===== config.mk =====
export PLATFORM = sky130hd
export DESIGN_NAME = ray_pick_nearest_point
export DESIGN_NICKNAME = d
export VERILOG_FILES = /design/src/design/rpnp_pkg.sv /design/src/design/ray_pick_nearest_point.sv
export SDC_FILE = /design/constraint.sdc
export NUM_CORES = 2
export LEC_CHECK = 0
export BUFFER_PORTS_ARGS = -buffer_cell sky130_fd_sc_hd__buf_2
export CAP_MARGIN = 20
export CORE_MARGIN = 2
export CORE_UTILIZATION = 55
export DETAILED_ROUTE_END_ITERATION = 10
export GPL_TIMING_DRIVEN = 0
export PLACE_DENSITY = 0.81
export SLEW_MARGIN = 10
export SYNTH_ARGS = -nofsm -noshare
export SYNTH_HDL_FRONTEND = slang
export SYNTH_SLANG_ARGS = --single-unit

===== constraint.sdc =====
create_clock -name i_clk -period 15.3 [get_ports i_clk]
set_input_delay 1.53 -clock i_clk [delete_from_list [all_inputs] [get_ports i_clk]]
set_output_delay 1.53 -clock i_clk [all_outputs]
set_load 0.01 [all_outputs]

===== src/design/rpnp_pkg.sv =====
// ----------------------------------------------------------------------------
// rpnp_pkg: shared types and constants for the ray pick block
// Field widths, accumulator sizing, multiply sequencer steps and register map.
// ----------------------------------------------------------------------------
package rpnp_pkg;

    localparam int COORD_W  = 24;              // coordinate field width
    localparam int DIFF_W   = COORD_W + 1;     // difference of two coordinates
    localparam int MUL_W    = DIFF_W + 2;      // multiplier operand, signed
    localparam int PROD_W   = 2 * MUL_W;       // full multiplier product
    localparam int ACC_W    = 53;              // holds every running sum exactly
    localparam int DIST_W   = 51;              // squared lengths
    localparam int CROSS_W  = 50;              // cross product component
    localparam int KMAG_W   = 26;              // magnitude of a small cross component
    localparam int CSQ_W    = 52;              // sum of cross component squares
    localparam int SCALE_W  = CSQ_W + 9;       // 400 times that sum
    localparam int INDEX_W  = 16;
    localparam int CFG_IDX_W = 3;

    localparam int MAX_POINTS = 65536;
    localparam logic [INDEX_W-1:0] COUNT_CAP =
        ((MAX_POINTS - 1) > 65535) ? 16'hFFFF : INDEX_W'(MAX_POINTS - 1);

    // register map
    localparam logic [CFG_IDX_W-1:0] CFG_NEAR_X = 3'd0;
    localparam logic [CFG_IDX_W-1:0] CFG_NEAR_Y = 3'd1;
    localparam logic [CFG_IDX_W-1:0] CFG_NEAR_Z = 3'd2;
    localparam logic [CFG_IDX_W-1:0] CFG_FAR_X  = 3'd3;
    localparam logic [CFG_IDX_W-1:0] CFG_FAR_Y  = 3'd4;
    localparam logic [CFG_IDX_W-1:0] CFG_FAR_Z  = 3'd5;

    typedef enum logic [2:0] {
        ST_IDLE,
        ST_MUL,
        ST_TEST,
        ST_UPDATE,
        ST_EMIT
    } t_state;

    // one multiply per step; the flush step only drains the last product
    typedef enum logic [3:0] {
        MS_BXBX, MS_BYBY, MS_BZBZ,
        MS_CXCX, MS_CYCY, MS_CZCZ,
        MS_BYCZ, MS_BZCY,
        MS_BZCX, MS_BXCZ,
        MS_BXCY, MS_BYCX,
        MS_K0K0, MS_K1K1, MS_K2K2,
        MS_FLUSH
    } t_step;

endpackage


===== src/design/ray_pick_nearest_point.sv =====
// ----------------------------------------------------------------------------
// ray_pick_nearest_point: nearest cloud point along a view ray
// Tests each streamed point against the ray and keeps the closest candidate.
// ----------------------------------------------------------------------------
// The ray runs from the near point to the far point, both written through the
// configuration port (index 0..5: near x/y/z, far x/y/z), by the user only
// while the block idles; the block itself does not enforce this. Cloud points
// enter on the input channel (i_in_valid / o_in_stall), the last point of a
// query flagged by i_last_point. One item is taken when valid is high and
// stall is low. Each point passes through a capture, the fifteen multiplies of
// |AB|^2, |AC|^2, the cross product and its squared length plus a flush step,
// all through one shared 27x27 multiplier and accumulator, then the tolerance
// test and the best-point update. o_in_stall is high while a point is in work.
// A last point then goes to a state that loads the result into an output
// register, where o_out_valid (with i_out_stall) rises; if a previous result
// is still stalled there, the block waits and keeps o_in_stall high until it
// is taken, and only then takes the next point.
// Reset clears the configuration registers, the state machine, the query
// state and the output valid.
// ----------------------------------------------------------------------------
module ray_pick_nearest_point (
    input  logic                              i_clk,
    input  logic                              i_rst_n,
    input  logic                              i_cfg_we,
    input  logic [rpnp_pkg::CFG_IDX_W-1:0]    i_cfg_index,
    input  logic [rpnp_pkg::COORD_W-1:0]      i_cfg_data,
    input  logic                              i_in_valid,
    output logic                              o_in_stall,
    input  logic signed [rpnp_pkg::COORD_W-1:0] i_point_x,
    input  logic signed [rpnp_pkg::COORD_W-1:0] i_point_y,
    input  logic signed [rpnp_pkg::COORD_W-1:0] i_point_z,
    input  logic                              i_last_point,
    output logic                              o_out_valid,
    input  logic                              i_out_stall,
    output logic                              o_found,
    output logic signed [rpnp_pkg::COORD_W-1:0] o_pick_x,
    output logic signed [rpnp_pkg::COORD_W-1:0] o_pick_y,
    output logic signed [rpnp_pkg::COORD_W-1:0] o_pick_z,
    output logic [rpnp_pkg::INDEX_W-1:0]      o_pick_index
);
    import rpnp_pkg::*;

    t_state r_state, n_state;
    t_step  r_step;

    logic signed [COORD_W-1:0] r_near_x, r_near_y, r_near_z;
    logic signed [COORD_W-1:0] r_far_x, r_far_y, r_far_z;

    // captured point and differences
    logic signed [COORD_W-1:0] r_px, r_py, r_pz;
    logic                      r_last;
    logic signed [DIFF_W-1:0]  r_bx, r_by, r_bz, r_cx, r_cy, r_cz;

    // shared multiplier and accumulator
    logic signed [MUL_W-1:0]  mul_a, mul_b;
    logic signed [PROD_W-1:0] mul_full;
    logic signed [ACC_W-1:0]  r_prod, r_acc, acc_in, acc_next;
    logic                     prev_first, prev_sub;
    t_step                    prev_step;

    logic [DIST_W-1:0] r_ab2, r_ac2;
    logic [KMAG_W-1:0] r_k0m, r_k1m, r_k2m;
    logic              r_k0ok, r_k1ok, r_k2ok;
    logic [CSQ_W-1:0]  r_cross2;
    logic [CROSS_W-1:0] kmag;
    logic               k_ok;
    logic               r_cand;
    logic [SCALE_W-1:0] scaled;

    // query state
    logic               r_have;
    logic [DIST_W-1:0]  r_best_d;
    logic signed [COORD_W-1:0] r_best_x, r_best_y, r_best_z;
    logic [INDEX_W-1:0] r_best_idx, r_count;
    logic [DIST_W-1:0]  eff_best;
    logic               closer;

    logic               r_out_valid, r_found;
    logic signed [COORD_W-1:0] r_pick_x, r_pick_y, r_pick_z;
    logic [INDEX_W-1:0] r_pick_idx;
    logic               out_free, in_take;

    assign o_in_stall  = (r_state != ST_IDLE);
    assign in_take     = i_in_valid && (r_state == ST_IDLE);
    assign out_free    = !r_out_valid || !i_out_stall;
    assign o_out_valid = r_out_valid;
    assign o_found     = r_found;
    assign o_pick_x    = r_pick_x;
    assign o_pick_y    = r_pick_y;
    assign o_pick_z    = r_pick_z;
    assign o_pick_index = r_pick_idx;

    // operand select for the step being issued
    always_comb begin
        mul_a = '0;
        mul_b = '0;
        unique case (r_step)
            MS_BXBX: begin mul_a = MUL_W'(r_bx); mul_b = MUL_W'(r_bx); end
            MS_BYBY: begin mul_a = MUL_W'(r_by); mul_b = MUL_W'(r_by); end
            MS_BZBZ: begin mul_a = MUL_W'(r_bz); mul_b = MUL_W'(r_bz); end
            MS_CXCX: begin mul_a = MUL_W'(r_cx); mul_b = MUL_W'(r_cx); end
            MS_CYCY: begin mul_a = MUL_W'(r_cy); mul_b = MUL_W'(r_cy); end
            MS_CZCZ: begin mul_a = MUL_W'(r_cz); mul_b = MUL_W'(r_cz); end
            MS_BYCZ: begin mul_a = MUL_W'(r_by); mul_b = MUL_W'(r_cz); end
            MS_BZCY: begin mul_a = MUL_W'(r_bz); mul_b = MUL_W'(r_cy); end
            MS_BZCX: begin mul_a = MUL_W'(r_bz); mul_b = MUL_W'(r_cx); end
            MS_BXCZ: begin mul_a = MUL_W'(r_bx); mul_b = MUL_W'(r_cz); end
            MS_BXCY: begin mul_a = MUL_W'(r_bx); mul_b = MUL_W'(r_cy); end
            MS_BYCX: begin mul_a = MUL_W'(r_by); mul_b = MUL_W'(r_cx); end
            MS_K0K0: begin
                mul_a = $signed({1'b0, r_k0m});
                mul_b = $signed({1'b0, r_k0m});
            end
            MS_K1K1: begin
                mul_a = $signed({1'b0, r_k1m});
                mul_b = $signed({1'b0, r_k1m});
            end
            MS_K2K2: begin
                mul_a = $signed({1'b0, r_k2m});
                mul_b = $signed({1'b0, r_k2m});
            end
            default: begin mul_a = '0; mul_b = '0; end
        endcase
    end

    assign mul_full  = mul_a * mul_b;
    assign prev_step = t_step'(r_step - 4'd1);

    // accumulate the registered product of the previous step
    always_comb begin
        prev_first = (prev_step == MS_BXBX) || (prev_step == MS_CXCX) ||
                     (prev_step == MS_BYCZ) || (prev_step == MS_BZCX) ||
                     (prev_step == MS_BXCY) || (prev_step == MS_K0K0);
        prev_sub   = (prev_step == MS_BZCY) || (prev_step == MS_BXCZ) ||
                     (prev_step == MS_BYCX);
        acc_in     = prev_first ? '0 : r_acc;
        acc_next   = prev_sub ? (acc_in - r_prod) : (acc_in + r_prod);
        kmag       = acc_next[CROSS_W-1] ? (~acc_next[CROSS_W-1:0] + 1'b1)
                                         : acc_next[CROSS_W-1:0];
        // magnitude at most 2^25
        k_ok       = (kmag[CROSS_W-1:KMAG_W] == '0) &&
                     !(kmag[KMAG_W-1] && (kmag[KMAG_W-2:0] != '0));
    end

    // 400 * cross2 as shifts and adds
    assign scaled = (SCALE_W'(r_cross2) << 8) + (SCALE_W'(r_cross2) << 7) +
                    (SCALE_W'(r_cross2) << 4);

    assign eff_best = r_have ? r_best_d : r_ab2;
    assign closer   = r_ac2 < eff_best;

    always_comb begin
        n_state = r_state;
        unique case (r_state)
            ST_IDLE:   if (in_take) begin n_state = ST_MUL; end
            ST_MUL:    if (r_step == MS_FLUSH) begin n_state = ST_TEST; end
            ST_TEST:   n_state = ST_UPDATE;
            ST_UPDATE: n_state = r_last ? ST_EMIT : ST_IDLE;
            ST_EMIT:   if (out_free) begin n_state = ST_IDLE; end
            default:   n_state = ST_IDLE;
        endcase
    end

    always_ff @(posedge i_clk) begin
        if (!i_rst_n) begin
            r_state <= ST_IDLE;
        end else begin
            r_state <= n_state;
        end
    end

    // configuration registers
    always_ff @(posedge i_clk) begin
        if (!i_rst_n) begin
            r_near_x <= '0;
            r_near_y <= '0;
            r_near_z <= '0;
            r_far_x  <= '0;
            r_far_y  <= '0;
            r_far_z  <= '0;
        end else if (i_cfg_we) begin
            unique case (i_cfg_index)
                CFG_NEAR_X: r_near_x <= i_cfg_data;
                CFG_NEAR_Y: r_near_y <= i_cfg_data;
                CFG_NEAR_Z: r_near_z <= i_cfg_data;
                CFG_FAR_X:  r_far_x  <= i_cfg_data;
                CFG_FAR_Y:  r_far_y  <= i_cfg_data;
                CFG_FAR_Z:  r_far_z  <= i_cfg_data;
                default: ;
            endcase
        end
    end

    // capture and sequencer datapath
    always_ff @(posedge i_clk) begin
        if (!i_rst_n) begin
            r_step <= MS_BXBX;
        end else begin
            if (in_take) begin
                r_step <= MS_BXBX;
            end else if (r_state == ST_MUL && r_step != MS_FLUSH) begin
                r_step <= t_step'(r_step + 4'd1);
            end
        end

        if (in_take) begin
            r_px   <= i_point_x;
            r_py   <= i_point_y;
            r_pz   <= i_point_z;
            r_last <= i_last_point;
            r_bx <= $signed({r_far_x[COORD_W-1], r_far_x}) -
                    $signed({r_near_x[COORD_W-1], r_near_x});
            r_by <= $signed({r_far_y[COORD_W-1], r_far_y}) -
                    $signed({r_near_y[COORD_W-1], r_near_y});
            r_bz <= $signed({r_far_z[COORD_W-1], r_far_z}) -
                    $signed({r_near_z[COORD_W-1], r_near_z});
            r_cx <= $signed({i_point_x[COORD_W-1], i_point_x}) -
                    $signed({r_near_x[COORD_W-1], r_near_x});
            r_cy <= $signed({i_point_y[COORD_W-1], i_point_y}) -
                    $signed({r_near_y[COORD_W-1], r_near_y});
            r_cz <= $signed({i_point_z[COORD_W-1], i_point_z}) -
                    $signed({r_near_z[COORD_W-1], r_near_z});
        end

        if (r_state == ST_MUL) begin
            r_prod <= mul_full[ACC_W-1:0];
            if (r_step != MS_BXBX) begin
                r_acc <= acc_next;
                unique case (prev_step)
                    MS_BZBZ: r_ab2 <= acc_next[DIST_W-1:0];
                    MS_CZCZ: r_ac2 <= acc_next[DIST_W-1:0];
                    MS_BZCY: begin r_k0m <= kmag[KMAG_W-1:0]; r_k0ok <= k_ok; end
                    MS_BXCZ: begin r_k1m <= kmag[KMAG_W-1:0]; r_k1ok <= k_ok; end
                    MS_BYCX: begin r_k2m <= kmag[KMAG_W-1:0]; r_k2ok <= k_ok; end
                    MS_K2K2: r_cross2 <= acc_next[CSQ_W-1:0];
                    default: ;
                endcase
            end
        end

        if (r_state == ST_TEST) begin
            r_cand <= r_k0ok && r_k1ok && r_k2ok &&
                      (scaled < SCALE_W'(r_ab2));
        end
    end

    // query state and result register
    always_ff @(posedge i_clk) begin
        if (!i_rst_n) begin
            r_have      <= 1'b0;
            r_best_d    <= '0;
            r_best_x    <= '0;
            r_best_y    <= '0;
            r_best_z    <= '0;
            r_best_idx  <= '0;
            r_count     <= '0;
            r_out_valid <= 1'b0;
        end else begin
            if (r_state == ST_EMIT && out_free) begin
                r_out_valid <= 1'b1;
            end else if (r_out_valid && !i_out_stall) begin
                r_out_valid <= 1'b0;
            end

            if (r_state == ST_UPDATE) begin
                if (r_cand) begin
                    r_have <= 1'b1;
                    if (closer) begin
                        r_best_d <= r_ac2;
                    end else if (!r_have) begin
                        r_best_d <= r_ab2;
                    end
                    // first candidate is always taken
                    if (closer || !r_have) begin
                        r_best_x   <= r_px;
                        r_best_y   <= r_py;
                        r_best_z   <= r_pz;
                        r_best_idx <= r_count;
                    end
                end
                if (r_count < COUNT_CAP) begin
                    r_count <= r_count + 1'b1;
                end
            end

            if (r_state == ST_EMIT && out_free) begin
                r_have      <= 1'b0;
                r_best_d    <= '0;
                r_best_x    <= '0;
                r_best_y    <= '0;
                r_best_z    <= '0;
                r_best_idx  <= '0;
                r_count     <= '0;
            end
        end

        if (r_state == ST_EMIT && out_free) begin
            r_found    <= r_have;
            r_pick_x   <= r_have ? r_best_x : '0;
            r_pick_y   <= r_have ? r_best_y : '0;
            r_pick_z   <= r_have ? r_best_z : '0;
            r_pick_idx <= r_have ? r_best_idx : '0;
        end
    end

endmodule

== Word level (Yosys, flattened, before mapping) ==
Cells that the tools add are included.
Cells by class
  add/sub/neg operators: 14
  $mul: 1
  order comparisons: 3
  equality and inequality tests: 39
  multiplexer cells: 14
  bitwise gates (word level): 2
  reductions and logical operators: 56
Operator list (number)
  27-bit one-hot mux with 9 select lines: 2
  24-bit by 24-bit subtractor with 25-bit output: 6
  53-bit 2-to-1 mux: 2
  51-bit 2-to-1 mux: 2
  60-bit by 59-bit adder with 61-bit output: 1
  61-bit by 56-bit adder with 61-bit output: 1
  61-bit by 51-bit < comparator with 1-bit output: 1
  4-bit == test, second input constant: 14
  53-bit adder: 1
  27-bit by 27-bit multiplier with 53-bit output: 1
  53-bit subtractor: 1
  51-bit < comparator: 1
  50-bit by 1-bit adder with 50-bit output, second input constant: 1
  50-bit 2-to-1 mux: 1
  50-bit NOT: 1
  4-bit by 3-bit == test with 1-bit output, second input constant: 7
  25-bit nonzero test: 1
  24-bit zero test: 1
  3-bit AND reduction: 8
  2-bit AND reduction: 9
  3-bit OR reduction: 6
  16-bit by 1-bit adder with 16-bit output, second input constant: 1
  4-bit by 2-bit == test with 1-bit output, second input constant: 4
  16-bit < comparator, second input constant: 1
  21 further kinds: 55
Word-level totals
  bits in registers: 962
  input bits: 105
  output and inout port bits: 91

== Depth between registers and ports, before layout ==
  word-level depth: 17
  depth in mapped cells: 40

== Worst setup path before layout ==
OpenSTA, ideal clock, no wires.
  path type: input-to-reg
  start: input i_in_valid
  end: register r_bx[0] (enable)
  arrival: 10.736 ns
  required time: 14.488 ns
  slack: 3.752 ns
  cell stages on the path: 2
  buffers on the path: 0
  path through: inv_1 nor2_1
Between the ends
  longest elaborated chain between the ends: 1
Ends and longest elaborated chain
  start, declared: RTL line ray_pick_nearest_point.sv:27  | input logic i_in_valid,
  1-bit logical AND: RTL line ray_pick_nearest_point.sv:84  | assign in_take = i_in_valid && (r_state == ST_IDLE);
  via in_take: RTL line ray_pick_nearest_point.sv:81  | logic out_free, in_take;
  end signal, assigned: RTL line ray_pick_nearest_point.sv:211  | r_bx <= $signed({r_far_x[COORD_W-1], r_far_x}) -
  end, declared: RTL line ray_pick_nearest_point.sv:52  | logic signed [DIFF_W-1:0] r_bx, r_by, r_bz, r_cx, r_cy, r_cz;
The timed path passes the listed nets, and every way through them passes these cells.
A chain may end at the register's enable or synchronous reset.

== Worst setup path after layout ==
  start: register r_step[3]
  end: register r_prod[49], data pin
Between the ends
  longest elaborated chain between the ends: 4
Ends and longest elaborated chain
  start, declared: RTL line ray_pick_nearest_point.sv:44  | t_step r_step;
  start signal, assigned: RTL line ray_pick_nearest_point.sv:202  | r_step <= t_step'(r_step + 4'd1);
  4-bit == test, or another cell as far along: RTL line ray_pick_nearest_point.sv:97  | unique case (r_step)
  3-bit OR reduction (no line)
  27-bit one-hot mux with 9 select lines: RTL line ray_pick_nearest_point.sv:97
  27-bit by 27-bit multiplier with 53-bit output (*): RTL line ray_pick_nearest_point.sv:126  | assign mul_full = mul_a * mul_b;
  via mul_full[49]: RTL line ray_pick_nearest_point.sv:56  | logic signed [PROD_W-1:0] mul_full;
  end signal, assigned: RTL line ray_pick_nearest_point.sv:226  | r_prod <= mul_full[ACC_W-1:0];
  end, declared: RTL line ray_pick_nearest_point.sv:57  | logic signed [ACC_W-1:0] r_prod, r_acc, acc_in, acc_next;
Mark *: on every way through the listed nets, which the timed path passes. The rest lies on a longest branch.

==> run metrics <==
total of hold buffers inserted after clock tree synthesis 0; standard-cell row count 138; maximum number of pins on one net before global-route repair 56; weighted congestion reported at the end of routability-driven placement 1.034; total number of yosys warnings 0; die outline width 382.3 um; drt wl/cell 24.52 um; ports placed on the boundary 196; Critical Path Fanout Max 10; flops & latches, synth 960; Post-Synthesis Net Count 9606; post-synth top area share 0.2487; global-route wire length before repair 387.4 mm; final hold slack 0.4369 ns; post-route worst setup slack 1.623 ns; global-route total usage across every layer 0.3533; class of the most critical setup path reg -> reg; clock input transition at the sequential cells of the worst setup and hold paths 0.06 ns; netlist area before placement 0.07872 mm2; Top FF cell, synth sky130_fd_sc_hd__edfxtp_1; post-synthesis sequential area ratio 0.3270; Vias per Instance 6.042; Synth Area per Inst 9.614 um2; cell type with the highest aggregate area in the netlist sky130_fd_sc_hd__edfxtp_1; RSZ-0062 raised after global routing no; Worst Max-Slew Pin Slew 1.394 ns; antenna viol nets, final 0; fin crit share 0.8939; Post-synth EDFFs 652; hold violation count in the final report 0; antenna violations before repair 18; total routed wirelength 257.6 mm; HPWL after detailed placement 208.3 mm; largest clock skew in the final design 0.07456 ns; area of the placeable core 0.1418 mm2; net total in the final layout 9944; first drt pass iteration count 10; relative slew slack 0.07086; Crit path largest cell delay 0.85 ns; number of cells after detailed placement 10308; share of flip-flops with an asynchronous set or reset after synthesis 0; number of buffers and inverters on the critical path 10; hold path cells 0; vias in the first global route 64033; data arrival at the endpoint of the critical path 14.07 ns; final std cells w/o fill 10505; Area contributors post-synth sky130_fd_sc_hd__edfxtp_1 (25%), sky130_fd_sc_hd__fa_1 (20%), sky130_fd_sc_hd__ha_1 (8.2%), sky130_fd_sc_hd__dfxtp_1 (7.8%), sky130_fd_sc_hd__nand2_1 (6.1%); Final Max Tran Viols 0; run status completed; CTS tree yes; data required time of the worst path 15.69 ns; kind of cell adding the most delay to the critical path compound AO/OA/AOI/OAI gates; First DRT Iteration DRCs 7343; CTS H-Tree Depth 3; total via count after detailed routing 63476; HP Class reg -> reg; number of I/O port buffers 195; clock root buffer sky130_fd_sc_hd__clkbuf_16; cell count along the critical path 37; DIE AREA 0.1462 mm2; cells on worst reg2reg path 37; CP startpoint kind flip-flop; cell with the largest stage delay on the worst path sky130_fd_sc_hd__o21ai_0; Setup crit end kind flip-flop; count of instances resized after the clock tree is built 0; Post-Syn Instances 8188; total congestion overflow after global routing 0; relative area change from synthesis to final layout 9.467%; final critical-path required period 13.68 ns; number of clock sinks 960; post-placement setup slack 2.288 ns; total clock buffers created by CTS 99; count of endpoints failing setup in the final report 0; number of buffers inserted to repair setup after CTS 0; achievable frequency 73.12 MHz; source-to-sink clock delay at the later pin of the worst-skew pair 0.75 ns; Max clock buf depth 3; max capacitance violation total 0; layout cell share with drive strength beyond 1 0.05632; initial core utilization 0.5553; Residual DRC 0; die height 382.3 um; count of different cell masters after synthesis 105
-- metal layers --
layer,vias up,wire length (um),GRT usage
li1,28046,-,-
met1,31381,99320,0.4595
met2,3318,115900,0.5596
met3,721,26180,0.07474
met4,10,16010,0.1786
met5,-,185,0.006283
-- path summary, 6_finish.rpt --
kind	startpoint	to	slack (ns)
worst max register to register	r_step[3]	r_prod[49]	1.62
worst min-delay path	r_have	o_found	0.44
worst min register to register	r_have	o_found	0.44
worst max-delay path	r_step[3]	r_prod[49]	1.62
-- sequential cells by signal, summed over array words and instances, names as in the netlist, 25 cells and up --
register,cells
r_acc,52
r_cross2,52
r_prod,52
r_ab2,51
r_ac2,51
r_best_d,51
r_k0m,26
r_k1m,26
r_k2m,26
r_bx,25
r_by,25
r_bz,25
r_cx,25
r_cy,25
r_cz,25
-- placed cells by master, fill, tap and decap left out, drive strengths merged, types with 123 or more instances in the layout --
master	Yosys	routed
xnor2	193	193
ha	514	514
a21boi	207	207
inv	1132	1143
nor3	123	123
o21ai	202	202
nand2	1275	1275
edfxtp	652	652
dfxtp	308	308
and2	176	176
nor2	536	536
a21oi	379	379
buf	22	256
fa	799	799
clkbuf	304	439
-- cells by family after synthesis --
logic type | synth area share
compound gates | 0.1218
xor+xnor | 0.03366
fa+ha+maj | 0.2849
buf+inv | 0.06970
flops | 0.3270
mux | 0.008551
simple gates | 0.1544
-- cell type report --
type	instances	area, um2
Fill cell	11774	55590
Multi-Input combinational cell	5770	47610
Sequential cell	960	25740
Inverter	1132	4252
Clock buffer	132	2718
Tap cell	1890	2365
Timing Repair Buffer	237	1553
Buffer	326	1237
Clock inverter	55	686.9
Antenna cell	3	7.507
-- per-stage QoR --
| step | utilization | TNS (ns) | cell area [um2] |
|---|---|---|---|
| final | 0.6079 | 0 | 86170 |
| after global routing | 0.6078 | 0 | 86170 |
| after CTS | 0.6075 | 0 | 86120 |
| after detailed placement | 0.5835 | 0 | 82710 |
| after global placement | 0.5789 | -49.61 | 82060 |
| after floorplan | - | 0 | 78720 |
-- synth_stat cells, types with 41 or more instances --
master and instances:
sky130_fd_sc_hd__a211oi_1 44, sky130_fd_sc_hd__a21boi_0 206, sky130_fd_sc_hd__a21o_1 114, sky130_fd_sc_hd__a21oi_1 378
sky130_fd_sc_hd__a222oi_1 72, sky130_fd_sc_hd__a22oi_1 41, sky130_fd_sc_hd__and2_1 174, sky130_fd_sc_hd__and3_1 53
sky130_fd_sc_hd__clkbuf_1 304, sky130_fd_sc_hd__dfxtp_1 308, sky130_fd_sc_hd__edfxtp_1 652, sky130_fd_sc_hd__fa_1 799
sky130_fd_sc_hd__ha_1 514, sky130_fd_sc_hd__inv_1 1131, sky130_fd_sc_hd__mux2i_1 65, sky130_fd_sc_hd__nand2_1 1275
sky130_fd_sc_hd__nand2b_1 50, sky130_fd_sc_hd__nand3_1 108, sky130_fd_sc_hd__nand4_1 69, sky130_fd_sc_hd__nor2_1 536
sky130_fd_sc_hd__nor2b_1 113, sky130_fd_sc_hd__nor3_1 121, sky130_fd_sc_hd__o21a_1 48, sky130_fd_sc_hd__o21ai_0 186
sky130_fd_sc_hd__o22ai_1 56, sky130_fd_sc_hd__or3_1 52, sky130_fd_sc_hd__xnor2_1 190, sky130_fd_sc_hd__xor2_1 107
Power is not shown: default switching activity piles up to over one toggle a cycle in this logic, so the estimate is an artifact.
